### src/design/rwu_pkg.sv
// Shared types and constants for the Reno window update block.
package rwu_pkg;

    // Width of the search bit index; covers up to 32 root bits (credit of up to 63 bits)
    localparam int BIT_IDX_W = 5;

    // Configuration register indexes
    localparam logic [1:0] CFG_SEGMENT_SIZE = 2'd0;

    // Reset values of the configuration and flow state
    localparam logic [15:0] RESET_SEGMENT_SIZE = 16'd1460;
    localparam logic [31:0] RESET_WINDOW       = 32'd10;
    localparam logic [31:0] RESET_THRESHOLD    = 32'd1048575;

    // Threshold never drops below this many segments
    localparam logic [31:0] MIN_THRESHOLD = 32'd2;

    // Output field limits
    localparam logic [35:0] BYTES_MAX     = 36'hF_FFFF_FFFF;
    localparam logic [19:0] THRESHOLD_MAX = 20'hF_FFFF;

    typedef struct packed {
        logic                 capture;  // latch the input transaction
        logic                 prep;     // credit, NACK and timeout handling
        logic                 slow;     // slow start step
        logic                 ca_init;  // set up the avoidance root search
        logic                 ca_step;  // one bit of the root search
        logic                 ca_done;  // apply the search result
        logic                 mult;     // window times segment size
        logic                 load_out; // fill the output register
        logic [BIT_IDX_W-1:0] bit_idx;  // root bit under test
    } rwu_cmd_t;

    typedef struct packed {
        logic ca_go;  // congestion avoidance applies to this transaction
    } rwu_status_t;

endpackage

### src/design/rwu_ctrl.sv
// Sequencer for the Reno window update: handshakes and step commands.
module rwu_ctrl #(
    parameter int SEARCH_BITS = 17
) (
    input  logic                 clk,
    input  logic                 rst_n,
    input  logic                 in_valid,
    output logic                 in_ready,
    output logic                 out_valid,
    input  logic                 out_ready,
    input  rwu_pkg::rwu_status_t status,
    output rwu_pkg::rwu_cmd_t    cmd
);
    import rwu_pkg::*;

    localparam logic [2:0] ST_IDLE    = 3'd0;
    localparam logic [2:0] ST_PREP    = 3'd1;
    localparam logic [2:0] ST_SLOW    = 3'd2;
    localparam logic [2:0] ST_CHECK   = 3'd3;
    localparam logic [2:0] ST_SEARCH  = 3'd4;
    localparam logic [2:0] ST_CA_DONE = 3'd5;
    localparam logic [2:0] ST_MULT    = 3'd6;
    localparam logic [2:0] ST_FINISH  = 3'd7;

    logic [2:0]           state_reg, state_next;
    logic [BIT_IDX_W-1:0] bit_reg, bit_next;
    logic                 out_valid_reg, out_valid_next;

    always_comb
    begin
        state_next     = state_reg;
        bit_next       = bit_reg;
        cmd            = '0;
        cmd.bit_idx    = bit_reg;
        case (state_reg)
            ST_IDLE:
            begin
                if (in_valid)
                begin
                    cmd.capture = 1'b1;
                    state_next  = ST_PREP;
                end
            end
            ST_PREP:
            begin
                cmd.prep   = 1'b1;
                state_next = ST_SLOW;
            end
            ST_SLOW:
            begin
                cmd.slow   = 1'b1;
                state_next = ST_CHECK;
            end
            ST_CHECK:
            begin
                cmd.ca_init = 1'b1;
                bit_next    = BIT_IDX_W'(SEARCH_BITS - 1);
                state_next  = status.ca_go ? ST_SEARCH : ST_MULT;
            end
            ST_SEARCH:
            begin
                cmd.ca_step = 1'b1;
                if (bit_reg == '0)
                    state_next = ST_CA_DONE;
                else
                    bit_next = bit_reg - 1'b1;
            end
            ST_CA_DONE:
            begin
                cmd.ca_done = 1'b1;
                state_next  = ST_MULT;
            end
            ST_MULT:
            begin
                cmd.mult   = 1'b1;
                state_next = ST_FINISH;
            end
            ST_FINISH:
            begin
                // wait here only while the previous result is still unread
                if (!out_valid_reg || out_ready)
                begin
                    cmd.load_out = 1'b1;
                    state_next   = ST_IDLE;
                end
            end
            default:
            begin
                state_next = ST_IDLE;
            end
        endcase
    end

    always_comb
    begin
        if (cmd.load_out)
            out_valid_next = 1'b1;
        else if (out_ready)
            out_valid_next = 1'b0;
        else
            out_valid_next = out_valid_reg;
    end

    always_ff @(posedge clk or negedge rst_n)
    begin
        if (!rst_n)
        begin
            state_reg     <= ST_IDLE;
            bit_reg       <= '0;
            out_valid_reg <= 1'b0;
        end
        else
        begin
            state_reg     <= state_next;
            bit_reg       <= bit_next;
            out_valid_reg <= out_valid_next;
        end
    end

    assign in_ready  = (state_reg == ST_IDLE);
    assign out_valid = out_valid_reg;

`ifndef ASSERT_OFF
    a_accept_starts: assert property (@(posedge clk) disable iff (!rst_n)
        (state_reg == ST_IDLE && in_valid) |=> (state_reg == ST_PREP))
        else $error("accepted transaction did not start processing");

    a_no_overwrite: assert property (@(posedge clk) disable iff (!rst_n)
        cmd.load_out |-> (!out_valid_reg || out_ready))
        else $error("output register overwritten while result pending");

    a_search_count: assert property (@(posedge clk) disable iff (!rst_n)
        (state_reg == ST_SEARCH && bit_reg != '0)
            |=> (state_reg == ST_SEARCH && bit_reg == $past(bit_reg) - 1'b1))
        else $error("root search skipped a bit");

    a_search_entry: assert property (@(posedge clk) disable iff (!rst_n)
        (state_reg == ST_CHECK && status.ca_go)
            |=> (bit_reg == BIT_IDX_W'(SEARCH_BITS - 1)))
        else $error("root search started at the wrong bit");
`endif

endmodule

### src/design/rwu_datapath.sv
// Window, threshold and credit arithmetic of the Reno window update.
module rwu_datapath #(
    parameter int WINDOW_WIDTH = 20,
    parameter int CREDIT_WIDTH = 32,
    parameter int SEARCH_BITS  = 17
) (
    input  logic                 clk,
    input  logic                 rst_n,
    input  rwu_pkg::rwu_cmd_t    cmd,
    output rwu_pkg::rwu_status_t status,
    input  logic [15:0]          segment_size,
    input  logic [15:0]          ack_count,
    input  logic [7:0]           nack_count,
    input  logic [7:0]           timeout_count,
    output logic [35:0]          window_bytes,
    output logic [19:0]          threshold_segments,
    output logic [15:0]          acks_consumed,
    output logic                 nack_taken,
    output logic                 timeout_taken
);
    import rwu_pkg::*;

    localparam int WW  = WINDOW_WIDTH;
    localparam int CW  = CREDIT_WIDTH;
    localparam int SW  = (CW > WW) ? CW : WW;           // common compare width
    localparam int CNW = WW + SEARCH_BITS;              // window plus root
    localparam int EW  = WW + 2 * SEARCH_BITS + 2;      // search candidate
    localparam int PW  = WW + 16;                       // byte product
    localparam int XW  = (PW > 36) ? PW : 36;
    localparam int TW  = (WW > 20) ? WW : 20;

    // n(n+1)/2 increment when bit b is added to n, less its n*2^b term: 2^(2b-1) + 2^(b-1), or 1 for b = 0
    function automatic logic [EW-1:0] tri_step(input logic [BIT_IDX_W-1:0] b);
        logic [EW-1:0] r;
        if (b == '0)
            r = EW'(1);
        else
            r = (EW'(1) << (2 * int'(b) - 1)) + (EW'(1) << (int'(b) - 1));
        return r;
    endfunction

    function automatic logic [WW-1:0] floor2(input logic [WW-1:0] v);
        return (v < MIN_THRESHOLD[WW-1:0]) ? MIN_THRESHOLD[WW-1:0] : v;
    endfunction

    logic [15:0]     ack_reg;
    logic [7:0]      nack_reg;
    logic [7:0]      rto_reg;
    logic [WW-1:0]   window_reg, window_next;
    logic [WW-1:0]   thresh_reg, thresh_next;
    logic [CW-1:0]   credit_reg, credit_next;
    logic            grow_reg, grow_next;
    logic [15:0]     consumed_reg, consumed_next;
    logic [CW-1:0]   cost_reg;
    logic [CNW-1:0]  cn_reg;
    logic [PW-1:0]   prod_reg;
    logic [35:0]     bytes_reg;
    logic [19:0]     thr_out_reg;
    logic [15:0]     acks_out_reg;
    logic            nack_out_reg;
    logic            rto_out_reg;

    // prep stage signals
    logic [CW:0]     credit_sum;
    logic [CW-1:0]   credit_sat;
    logic [WW-1:0]   nack_shift;
    logic [WW-1:0]   win_a, thr_a;
    logic            nack_any;
    logic            loss_rto;

    // slow start signals
    logic [WW-1:0]   room;
    logic [SW-1:0]   use_amt;

    // root search signals
    logic [EW-1:0]   cand;
    logic            cand_ok;

    // output saturation
    logic [XW-1:0]   prod_ext;
    logic [TW-1:0]   thr_ext;

    always_comb
    begin
        credit_sum = {1'b0, credit_reg} + (CW + 1)'(ack_reg);
        credit_sat = credit_sum[CW] ? {CW{1'b1}} : credit_sum[CW-1:0];
        nack_any   = (nack_reg != '0);
        nack_shift = (int'(nack_reg) >= WW) ? '0 : (window_reg >> nack_reg);
        win_a      = nack_any ? floor2(nack_shift) : window_reg;
        thr_a      = nack_any ? floor2(nack_shift) : thresh_reg;
        loss_rto   = (rto_reg != '0) && (win_a > thr_a);
    end

    always_comb
    begin
        room    = thresh_reg - window_reg;
        use_amt = (SW'(credit_reg) < SW'(room)) ? SW'(credit_reg) : SW'(room);
    end

    assign status.ca_go = grow_reg && (SW'(credit_reg) >= SW'(window_reg))
                          && (window_reg >= thresh_reg);

    assign cand    = EW'(cost_reg) + (EW'(cn_reg) << cmd.bit_idx) + tri_step(cmd.bit_idx);
    assign cand_ok = (cand <= EW'(credit_reg));

    always_comb
    begin
        window_next   = window_reg;
        thresh_next   = thresh_reg;
        credit_next   = credit_reg;
        grow_next     = grow_reg;
        consumed_next = consumed_reg;
        if (cmd.prep)
        begin
            window_next   = loss_rto ? WW'(1) : win_a;
            thresh_next   = loss_rto ? floor2(win_a >> 1) : thr_a;
            credit_next   = (nack_any || loss_rto) ? '0 : credit_sat;
            grow_next     = !nack_any && !loss_rto && (credit_sat != '0);
            consumed_next = (!nack_any && !loss_rto && (credit_sat != '0)) ? ack_reg : '0;
        end
        else if (cmd.slow)
        begin
            if (grow_reg && (window_reg < thresh_reg))
            begin
                window_next = window_reg + use_amt[WW-1:0];
                credit_next = credit_reg - use_amt[CW-1:0];
            end
        end
        else if (cmd.ca_done)
        begin
            window_next = (cn_reg[CNW-1:WW] != '0) ? {WW{1'b1}} : cn_reg[WW-1:0];
            credit_next = credit_reg - cost_reg;
        end
    end

    always_ff @(posedge clk or negedge rst_n)
    begin
        if (!rst_n)
        begin
            window_reg   <= RESET_WINDOW[WW-1:0];
            thresh_reg   <= RESET_THRESHOLD[WW-1:0];
            credit_reg   <= '0;
            grow_reg     <= 1'b0;
            consumed_reg <= '0;
        end
        else
        begin
            window_reg   <= window_next;
            thresh_reg   <= thresh_next;
            credit_reg   <= credit_next;
            grow_reg     <= grow_next;
            consumed_reg <= consumed_next;
        end
    end

    // payload registers
    always_ff @(posedge clk)
    begin
        if (cmd.capture)
        begin
            ack_reg  <= ack_count;
            nack_reg <= nack_count;
            rto_reg  <= timeout_count;
        end
        // cn tracks window + n, cost tracks n*window + n(n+1)/2
        if (cmd.ca_init)
        begin
            cost_reg <= '0;
            cn_reg   <= CNW'(window_reg);
        end
        else if (cmd.ca_step && cand_ok)
        begin
            cost_reg <= cand[CW-1:0];
            cn_reg   <= cn_reg + (CNW'(1) << cmd.bit_idx);
        end
        if (cmd.mult)
            prod_reg <= PW'(window_reg) * PW'(segment_size);
        if (cmd.load_out)
        begin
            bytes_reg    <= (prod_ext > XW'(BYTES_MAX)) ? BYTES_MAX : prod_ext[35:0];
            thr_out_reg  <= (thr_ext > TW'(THRESHOLD_MAX)) ? THRESHOLD_MAX : thr_ext[19:0];
            acks_out_reg <= consumed_reg;
            nack_out_reg <= (nack_reg != '0);
            rto_out_reg  <= (rto_reg != '0);
        end
    end

    assign prod_ext = XW'(prod_reg);
    assign thr_ext  = TW'(thresh_reg);

    assign window_bytes       = bytes_reg;
    assign threshold_segments = thr_out_reg;
    assign acks_consumed      = acks_out_reg;
    assign nack_taken         = nack_out_reg;
    assign timeout_taken      = rto_out_reg;

endmodule

### src/design/reno_window_update.sv
// Top level of the Reno congestion window update block.
// One input transaction per scheduler invocation of a flow gives one result
// transaction. When congestion avoidance runs, the exact integer
// square-root solution of the avoidance step is found by a shift-and-add
// search that settles one root bit per cycle. The next transaction is
// accepted as soon as the result has moved to the output register, even if
// the downstream side has not yet taken it. Configuration: register 0 sets
// the segment size, which is read when the window is multiplied by it, so a
// write during a transaction can already affect that transaction; writes to
// other indexes are ignored, and reset restores the flow state to its
// defaults (10 and 1048575 segments).
module reno_window_update #(
    parameter int WINDOW_WIDTH = 20,
    parameter int CREDIT_WIDTH = 32
) (
    input  logic        clk,
    input  logic        rst_n,
    input  logic        s_tvalid,
    output logic        s_tready,
    input  logic [31:0] s_tdata,   // ack_count[15:0], nack_count[23:16], timeout_count[31:24]
    output logic        m_tvalid,
    input  logic        m_tready,
    output logic [79:0] m_tdata,   // window_bytes[35:0], threshold_segments[55:36],
                                   // acks_consumed[71:56], nack_taken[72],
                                   // timeout_taken[73], zero[79:74]
    input  logic        cfg_wr_en,
    input  logic [1:0]  cfg_index,
    input  logic [19:0] cfg_data
);
    import rwu_pkg::*;

    localparam int SEARCH_BITS = CREDIT_WIDTH / 2 + 1;

    logic [15:0] segment_size_reg;
    rwu_cmd_t    cmd;
    rwu_status_t status;
    logic [35:0] window_bytes;
    logic [19:0] threshold_segments;
    logic [15:0] acks_consumed;
    logic        nack_taken;
    logic        timeout_taken;

    always_ff @(posedge clk or negedge rst_n)
    begin
        if (!rst_n)
            segment_size_reg <= RESET_SEGMENT_SIZE;
        else if (cfg_wr_en && cfg_index == CFG_SEGMENT_SIZE)
            segment_size_reg <= cfg_data[15:0];
    end

    rwu_ctrl #(
        .SEARCH_BITS (SEARCH_BITS)
    ) u_ctrl (
        .clk       (clk),
        .rst_n     (rst_n),
        .in_valid  (s_tvalid),
        .in_ready  (s_tready),
        .out_valid (m_tvalid),
        .out_ready (m_tready),
        .status    (status),
        .cmd       (cmd)
    );

    rwu_datapath #(
        .WINDOW_WIDTH (WINDOW_WIDTH),
        .CREDIT_WIDTH (CREDIT_WIDTH),
        .SEARCH_BITS  (SEARCH_BITS)
    ) u_datapath (
        .clk                (clk),
        .rst_n              (rst_n),
        .cmd                (cmd),
        .status             (status),
        .segment_size       (segment_size_reg),
        .ack_count          (s_tdata[15:0]),
        .nack_count         (s_tdata[23:16]),
        .timeout_count      (s_tdata[31:24]),
        .window_bytes       (window_bytes),
        .threshold_segments (threshold_segments),
        .acks_consumed      (acks_consumed),
        .nack_taken         (nack_taken),
        .timeout_taken      (timeout_taken)
    );

    assign m_tdata = {6'b0, timeout_taken, nack_taken, acks_consumed,
                      threshold_segments, window_bytes};

endmodule
### config.mk
export PLATFORM = sky130hd
export DESIGN_NAME = reno_window_update
export DESIGN_NICKNAME = d
export VERILOG_FILES = /design/src/design/rwu_pkg.sv /design/src/design/rwu_ctrl.sv /design/src/design/rwu_datapath.sv /design/src/design/reno_window_update.sv
export SDC_FILE = /design/constraint.sdc
export NUM_CORES = 2
export LEC_CHECK = 0
export BUFFER_PORTS_ARGS = -buffer_cell sky130_fd_sc_hd__buf_2
export CORE_UTILIZATION = 65
export DETAILED_ROUTE_END_ITERATION = 8
export HOLD_SLACK_MARGIN = 0.06
export MAX_ROUTING_LAYER = met4
export PLACE_DENSITY = 0.83
export SETUP_SLACK_MARGIN = 0.3
export SLEW_MARGIN = 20
export SYNTH_ARGS = -nofsm -noshare
export SYNTH_HDL_FRONTEND = slang
export SYNTH_HIERARCHICAL = 1
export SYNTH_SLANG_ARGS = --single-unit
### constraint.sdc
create_clock -name clk -period 11.77 [get_ports clk]
set_input_delay 2.9425 -clock clk [delete_from_list [all_inputs] [get_ports clk]]
set_output_delay 2.9425 -clock clk [all_outputs]
set_load 0.02 [all_outputs]
# Word-level counts from Yosys, hierarchy flattened

Cells that the tools add are included.

Flip-flop bits (word level): 325
Input port bits: 59

Add/subtract/negate cells: 12
$mul: 1
Magnitude comparators: 11
Equality and inequality tests: 12
Shift operators: 5
Mux-type cells: 42
Reductions and logical operators: 27

Operators by type and width:

| operator              | number |
|---|---|
| $mux 20               | 13 |
| $mux 32               | 7 |
| $add 56x56->56        | 2 |
| $shl 1x32->56 const A | 2 |
| $sub 32x32->32        | 2 |
| $add 32x56->56        | 1 |
| $le 56x32->1          | 1 |
| $mux 56               | 1 |
| $shl 37x5->56         | 1 |
| $add 37x37->37        | 1 |
| $shl 1x5->37 const A  | 1 |
| $gt 36x36->1 const B  | 1 |
| $mul 20x16->36        | 1 |
| $add 32x16->33        | 1 |
| $ge 32x20->1          | 1 |
| $lt 32x20->1          | 1 |
| $reduce_bool 32->1    | 1 |
| $pmux 3 s8            | 1 |
| $add 20x20->20        | 1 |
| $ge 20x20->1          | 1 |
| $gt 20x20->1          | 1 |
| $gt 20x20->1 const B  | 1 |
| $lt 20x2->1 const B   | 1 |
| $lt 20x20->1          | 1 |
| 32 further kinds      | 65 |

# Longest topological paths before layout

Word-level depth: 11
Gate-level depth with buffers: 43
Gate-level depth less buffers: 38

# Hierarchy

The synthesis kept the hierarchy.

Modules (own cells, without submodules):

| module             | times used | cells an instance | area each (sq um) | sequential area each (sq um) |
|---|---|---|---|---|
| rwu_datapath       | 1          | 4660              | 39919.5           | 8100.3 |
| reno_window_update | 1          | 43                | 685.7             | 407.9 |
| rwu_ctrl           | 1          | 56                | 511.7             | 225.2 |

# Worst setup path after synthesis

OpenSTA, ideal clock, no wires.

Path type: register -> register
Start point: register u_ctrl.bit_reg[0]
End point: register u_datapath.cn_reg[0], enable pin
Setup time: 0.380 ns
Arrival: 8.363 ns
Required time: 11.390 ns
Path slack: 3.027 ns
Stages on the path, launching flop included: 41
Cells stage by stage: dfrtp_1 -> buf_2 -> buf_2 -> buf_1 -> inv_1 -> ha_1 -> clkbuf_2 -> nand2_1 -> o21ai_0 -> a22oi_1 -> clkbuf_1 -> nor2_1 -> ha_1 -> a31oi_1 -> nor3_1 -> a21oi_1 -> nor3_1 -> xnor2_1 -> [5 not listed] -> a21o_1 -> a21oi_1 -> nor3_1 -> or2_2 -> a21oi_1 -> xnor2_1 -> ha_1 -> a21oi_1 -> a2bb2oi_1 -> a21oi_1 -> o31a_1 -> o32a_1 -> o31ai_1 -> nand4_1 -> a2111oi_0 -> and4_1 -> nand3_2 -> nand2b_1

Cells in the longest elaborated chain, start to end: 8

RTL lines:

| element                                           | line                | RTL |
|---|---|---|
| start: declaration                                | rwu_ctrl.sv:26      | `logic [BIT_IDX_W-1:0] bit_reg, bit_next;` |
| start signal: assignment                          | rwu_ctrl.sv:115     | `bit_reg <= bit_next;` |
| $sub 6x1->7 / $sub 5x1->6 (equally long branches) | rwu_datapath.sv:38  | `r = (EW'(1) << (2 * int'(b) - 1)) + (EW'(1) << (int'(b) - 1));` |
| $shl 1x32->56                                     | rwu_datapath.sv:38  |  |
| $add 56x56->56                                    | rwu_datapath.sv:38  |  |
| $mux 56                                           | rwu_datapath.sv:35  | `if (b == '0)` |
| $add 56x56->56 (*)                                | rwu_datapath.sv:103 | `assign cand = EW'(cost_reg) + (EW'(cn_reg) << cmd.bit_idx) + tri_step(cmd.bit_idx);` |
| net u_datapath.cand[24]                           | rwu_datapath.sv:76  | `logic [EW-1:0] cand;` |
| $le 56x32->1 (*)                                  | rwu_datapath.sv:104 | `assign cand_ok = (cand <= EW'(credit_reg));` |
| $logic_and 1x1->1 (*)                             | rwu_datapath.sv:171 | `else if (cmd.ca_step && cand_ok)` |
| $reduce_bool 2->1 (no line) (*)                   | n/a                 |  |
| end signal: assignment                            | rwu_datapath.sv:169 | `cn_reg <= CNW'(window_reg);` |
| end signal: assignment                            | rwu_datapath.sv:174 | `cn_reg <= cn_reg + (CNW'(1) << cmd.bit_idx);` |
| end: declaration                                  | rwu_datapath.sv:55  | `logic [CNW-1:0] cn_reg;` |

The timed path passes the listed nets; every way through them passes the cells marked *.
A chain may end at the register's enable or synchronous reset.

# Final worst setup path

Start point: register u_ctrl.bit_reg[0]
End point: register u_datapath.cn_reg[21]

Cells in the longest elaborated chain, start to end: 7

RTL lines:

| element                                           | line |
|---|---|
| $sub 6x1->7 / $sub 5x1->6 (equally long branches) | rwu_datapath.sv:38 |
| $shl 1x32->56                                     | rwu_datapath.sv:38 |
| $add 56x56->56                                    | rwu_datapath.sv:38 |
| $mux 56                                           | rwu_datapath.sv:35 |
| $add 56x56->56 (*)                                | rwu_datapath.sv:103 |
| net u_datapath.cand[25]                           | rwu_datapath.sv:76 |
| $le 56x32->1 (*)                                  | rwu_datapath.sv:104 |
| $logic_and 1x1->1 (*)                             | rwu_datapath.sv:171 |

Marked as above.

==> impl_metrics.env <==
export IMPL_dp_hpwl_um=88600
export IMPL_clk_pin_slew_ns=0.06
export IMPL_synth_avg_cell_area_um2=8.64
export IMPL_maxCapViolations=0
export IMPL_worst_path_max_fanout=32
export IMPL_netlist_area_um2=41100
export IMPL_cts_tree="done"
export IMPL_hold_viol_final=0
export IMPL_setup_violations_final=0
export IMPL_synth_warnings=6
export IMPL_grt_pass1_wl_um=190000
export IMPL_die_h_um=254
export IMPL_grt_pass1_vias=35000
export IMPL_worstSetupEndpointType="flip-flop"
export IMPL_detail_route_antenna_nets=0
export IMPL_num_antenna_cells=0
export IMPL_cts_inserted_buffers=40
export IMPL_synthFlopType="edfxtp_1"
export IMPL_worstSetupPathType="flip-flop to flip-flop"
export IMPL_status="completed"
export IMPL_coreArea_um2=62100
export IMPL_io_pins=141
export IMPL_vias_per_cell=6.45
export IMPL_ctsHoldBuffers=0
export IMPL_largest_reg_flops=37
export IMPL_place_congestion=1.01
export IMPL_drive_above_1_share=0.0919
export IMPL_final_setup_tns_ns=0
export IMPL_rows=91
export IMPL_io_buffers=130
export IMPL_root_buffer="clkbuf_16"
export IMPL_pre_cts_ws_ns=1.92
export IMPL_ys_seq_elements=325
export IMPL_cpMostUsedCell="ha_1"
export IMPL_cts_setup_buffers=0
export IMPL_critPathMaxStageDelay_ns=0.83
export IMPL_worstPathRequired_ns=12.28
export IMPL_overflow=0
export IMPL_relSlewSlack=0.190
export IMPL_drt_total_wl_um=119000
export IMPL_hold_class="flip-flop to flip-flop"
export IMPL_worst_slack_ns=1.60
export IMPL_cts_resized_gates=0
export IMPL_synth_edff_count=162
export IMPL_fin_worst_skew_ns=0.0286
export IMPL_avgRoutedWirePerCell_um=21.3
export IMPL_syn_inst=4759
export IMPL_route_vias_total=35900
export IMPL_fin_crit_sh=0.864
export IMPL_die_width_um=254
export IMPL_drcViolationCount=0
export IMPL_grt_max_degree=69
export IMPL_finalMaxSlewViolations=0
export IMPL_fmax_mhz=98.3
export IMPL_async_flop_share=0.351
export IMPL_final_nets=5475
export IMPL_worstSetupStartpointType="flip-flop"
export IMPL_period_minus_slack_ns=10.17
export IMPL_die_area_um2=64300
export IMPL_clk_latency_ns=0.60
export IMPL_ctsLongestPathBuffers=3
export IMPL_cts_sinks=325
export IMPL_track_usage=0.385
export IMPL_area_growth_syn_to_layout_pct=5.98
export IMPL_ys_types=105
export IMPL_initial_utilization=0.663
export IMPL_drt_iter0_markers=3954
export IMPL_antenna_found_initial=0
export IMPL_rsz0062_at_grt="no"
export IMPL_crit_slowest_cell="o31ai_1"
export IMPL_drt_first_pass_iters=8
export IMPL_worstMarginPinSlew_ns=1.21
export IMPL_crit_arrival_ns=10.68
export IMPL_seq_area_frac_synth=0.212
export IMPL_htree_levels=2
[critical path, delay by kind of cell (launching register included)]
family | cells | cell delay (ns)
AO/OA/AOI/OAI | 12 | 3.19
XOR/XNOR | 3 | 0.61
adder cells (fa/ha/maj) | 5 | 1.73
buffers and inverters | 2 | 0.50
flip-flops | 1 | 0.40
AND/OR/NAND/NOR | 13 | 3.64
[routing by layer]
metal | up-vias | track usage | share of wire
met5 | - | - | 0
met4 | 0 | 0.174 | 0.052
met3 | 395 | 0.0718 | 0.11
met2 | 1926 | 0.571 | 0.44
met1 | 17100 | 0.511 | 0.40
li1 | 16500 | - | -
[layout by cell type (no fill, tap or decap), types with 49 or more instances in the layout]
cell type  instances
xor2_1            67
a21oi_1          304
ha_1             428
a21o_1           114
mux2i_1          120
fa_1             288
edfxtp_1         162
buf_4             59
dfxtp_1           49
and2_1           152
nand3_1           83
o21ai_0          202
nand2_1          534
nand2b_1          62
a211oi_1          61
inv_1            443
nor3_1            69
nor2_1           347
buf_2            129
mux2_2            62
xnor2_1          111
dfrtp_1           83
[worst paths after layout]
| path | to | cells past startpoint | start | slack, ns |
|---|---|---|---|---|
| hold reg to reg | u_datapath/window_bytes[29] | 0 | u_datapath/prod_ext[29] | 0.42 |
| max in group asynchronous | u_datapath/credit_reg[9] | 2 | rst_n | 8.05 |
| setup / recovery | u_datapath/cn_reg[21] | 35 | u_ctrl/bit_reg[0] | 1.60 |
| min in group asynchronous | u_datapath/window_reg[0] | 1 | rst_n | 2.44 |
| setup reg to reg | u_datapath/cn_reg[21] | 35 | u_ctrl/bit_reg[0] | 1.60 |
| hold / removal | u_datapath/window_bytes[29] | 0 | u_datapath/prod_ext[29] | 0.42 |
[per-stage QoR]
stage                     hold slack [ns]  cells  utilization  cell area, um2
after floorplan                     0.426   4774            -           41200
after detailed placement            0.405   5495        0.679           42100
after CTS                           0.419   5569        0.702           43600
after global routing                0.422   5569        0.702           43600
final                               0.418   5569        0.702           43600
after global placement              0.402   5495        0.679           42100
[kinds of logic after synthesis]
| kind of cell | count (synthesis) | share of synthesized area |
|---|---|---|
| compound gates | 1098 | 0.176 |
| xor+xnor | 179 | 0.0385 |
| fa+ha+maj | 716 | 0.270 |
| buf+inv | 750 | 0.0714 |
| flops | 325 | 0.212 |
| mux | 208 | 0.0602 |
| other cells | 2 | 0.000183 |
| simple gates | 1481 | 0.171 |
[layout make-up]
class	instances	area (um2)
fillers	4808	18500
flip-flops and latches	325	8740
clock inverters	28	425
repair buffers	188	1090
inverters	446	1670
well taps	837	1050
clock buffers	46	1030
multi-input cells	3699	29600
[synth_stat cells, types with 43 or more instances]
cell type  instances  area [um2]
a211oi_1          61         458
a21o_1           114         856
a21oi_1          304        1520
and2_1           152         951
clkbuf_1         247         927
dfrtp_1           86        2150
dfxtp_1           49         981
edfxtp_1         162        4860
fa_1             288        5770
ha_1             428        5360
inv_1            444        1670
mux2_2            62         698
mux2i_1          120        1200
nand2_1          534        2000
nand2b_1          62         388
nand3_1           83         415
nor2_1           350        1310
nor2b_1           43         269
nor3_1            69         345
o21ai_0          202        1010
xnor2_1          111         972
xor2_1            67         587
Power is not shown: default switching activity piles up to over one toggle a cycle in this logic, so the estimate is an artifact.
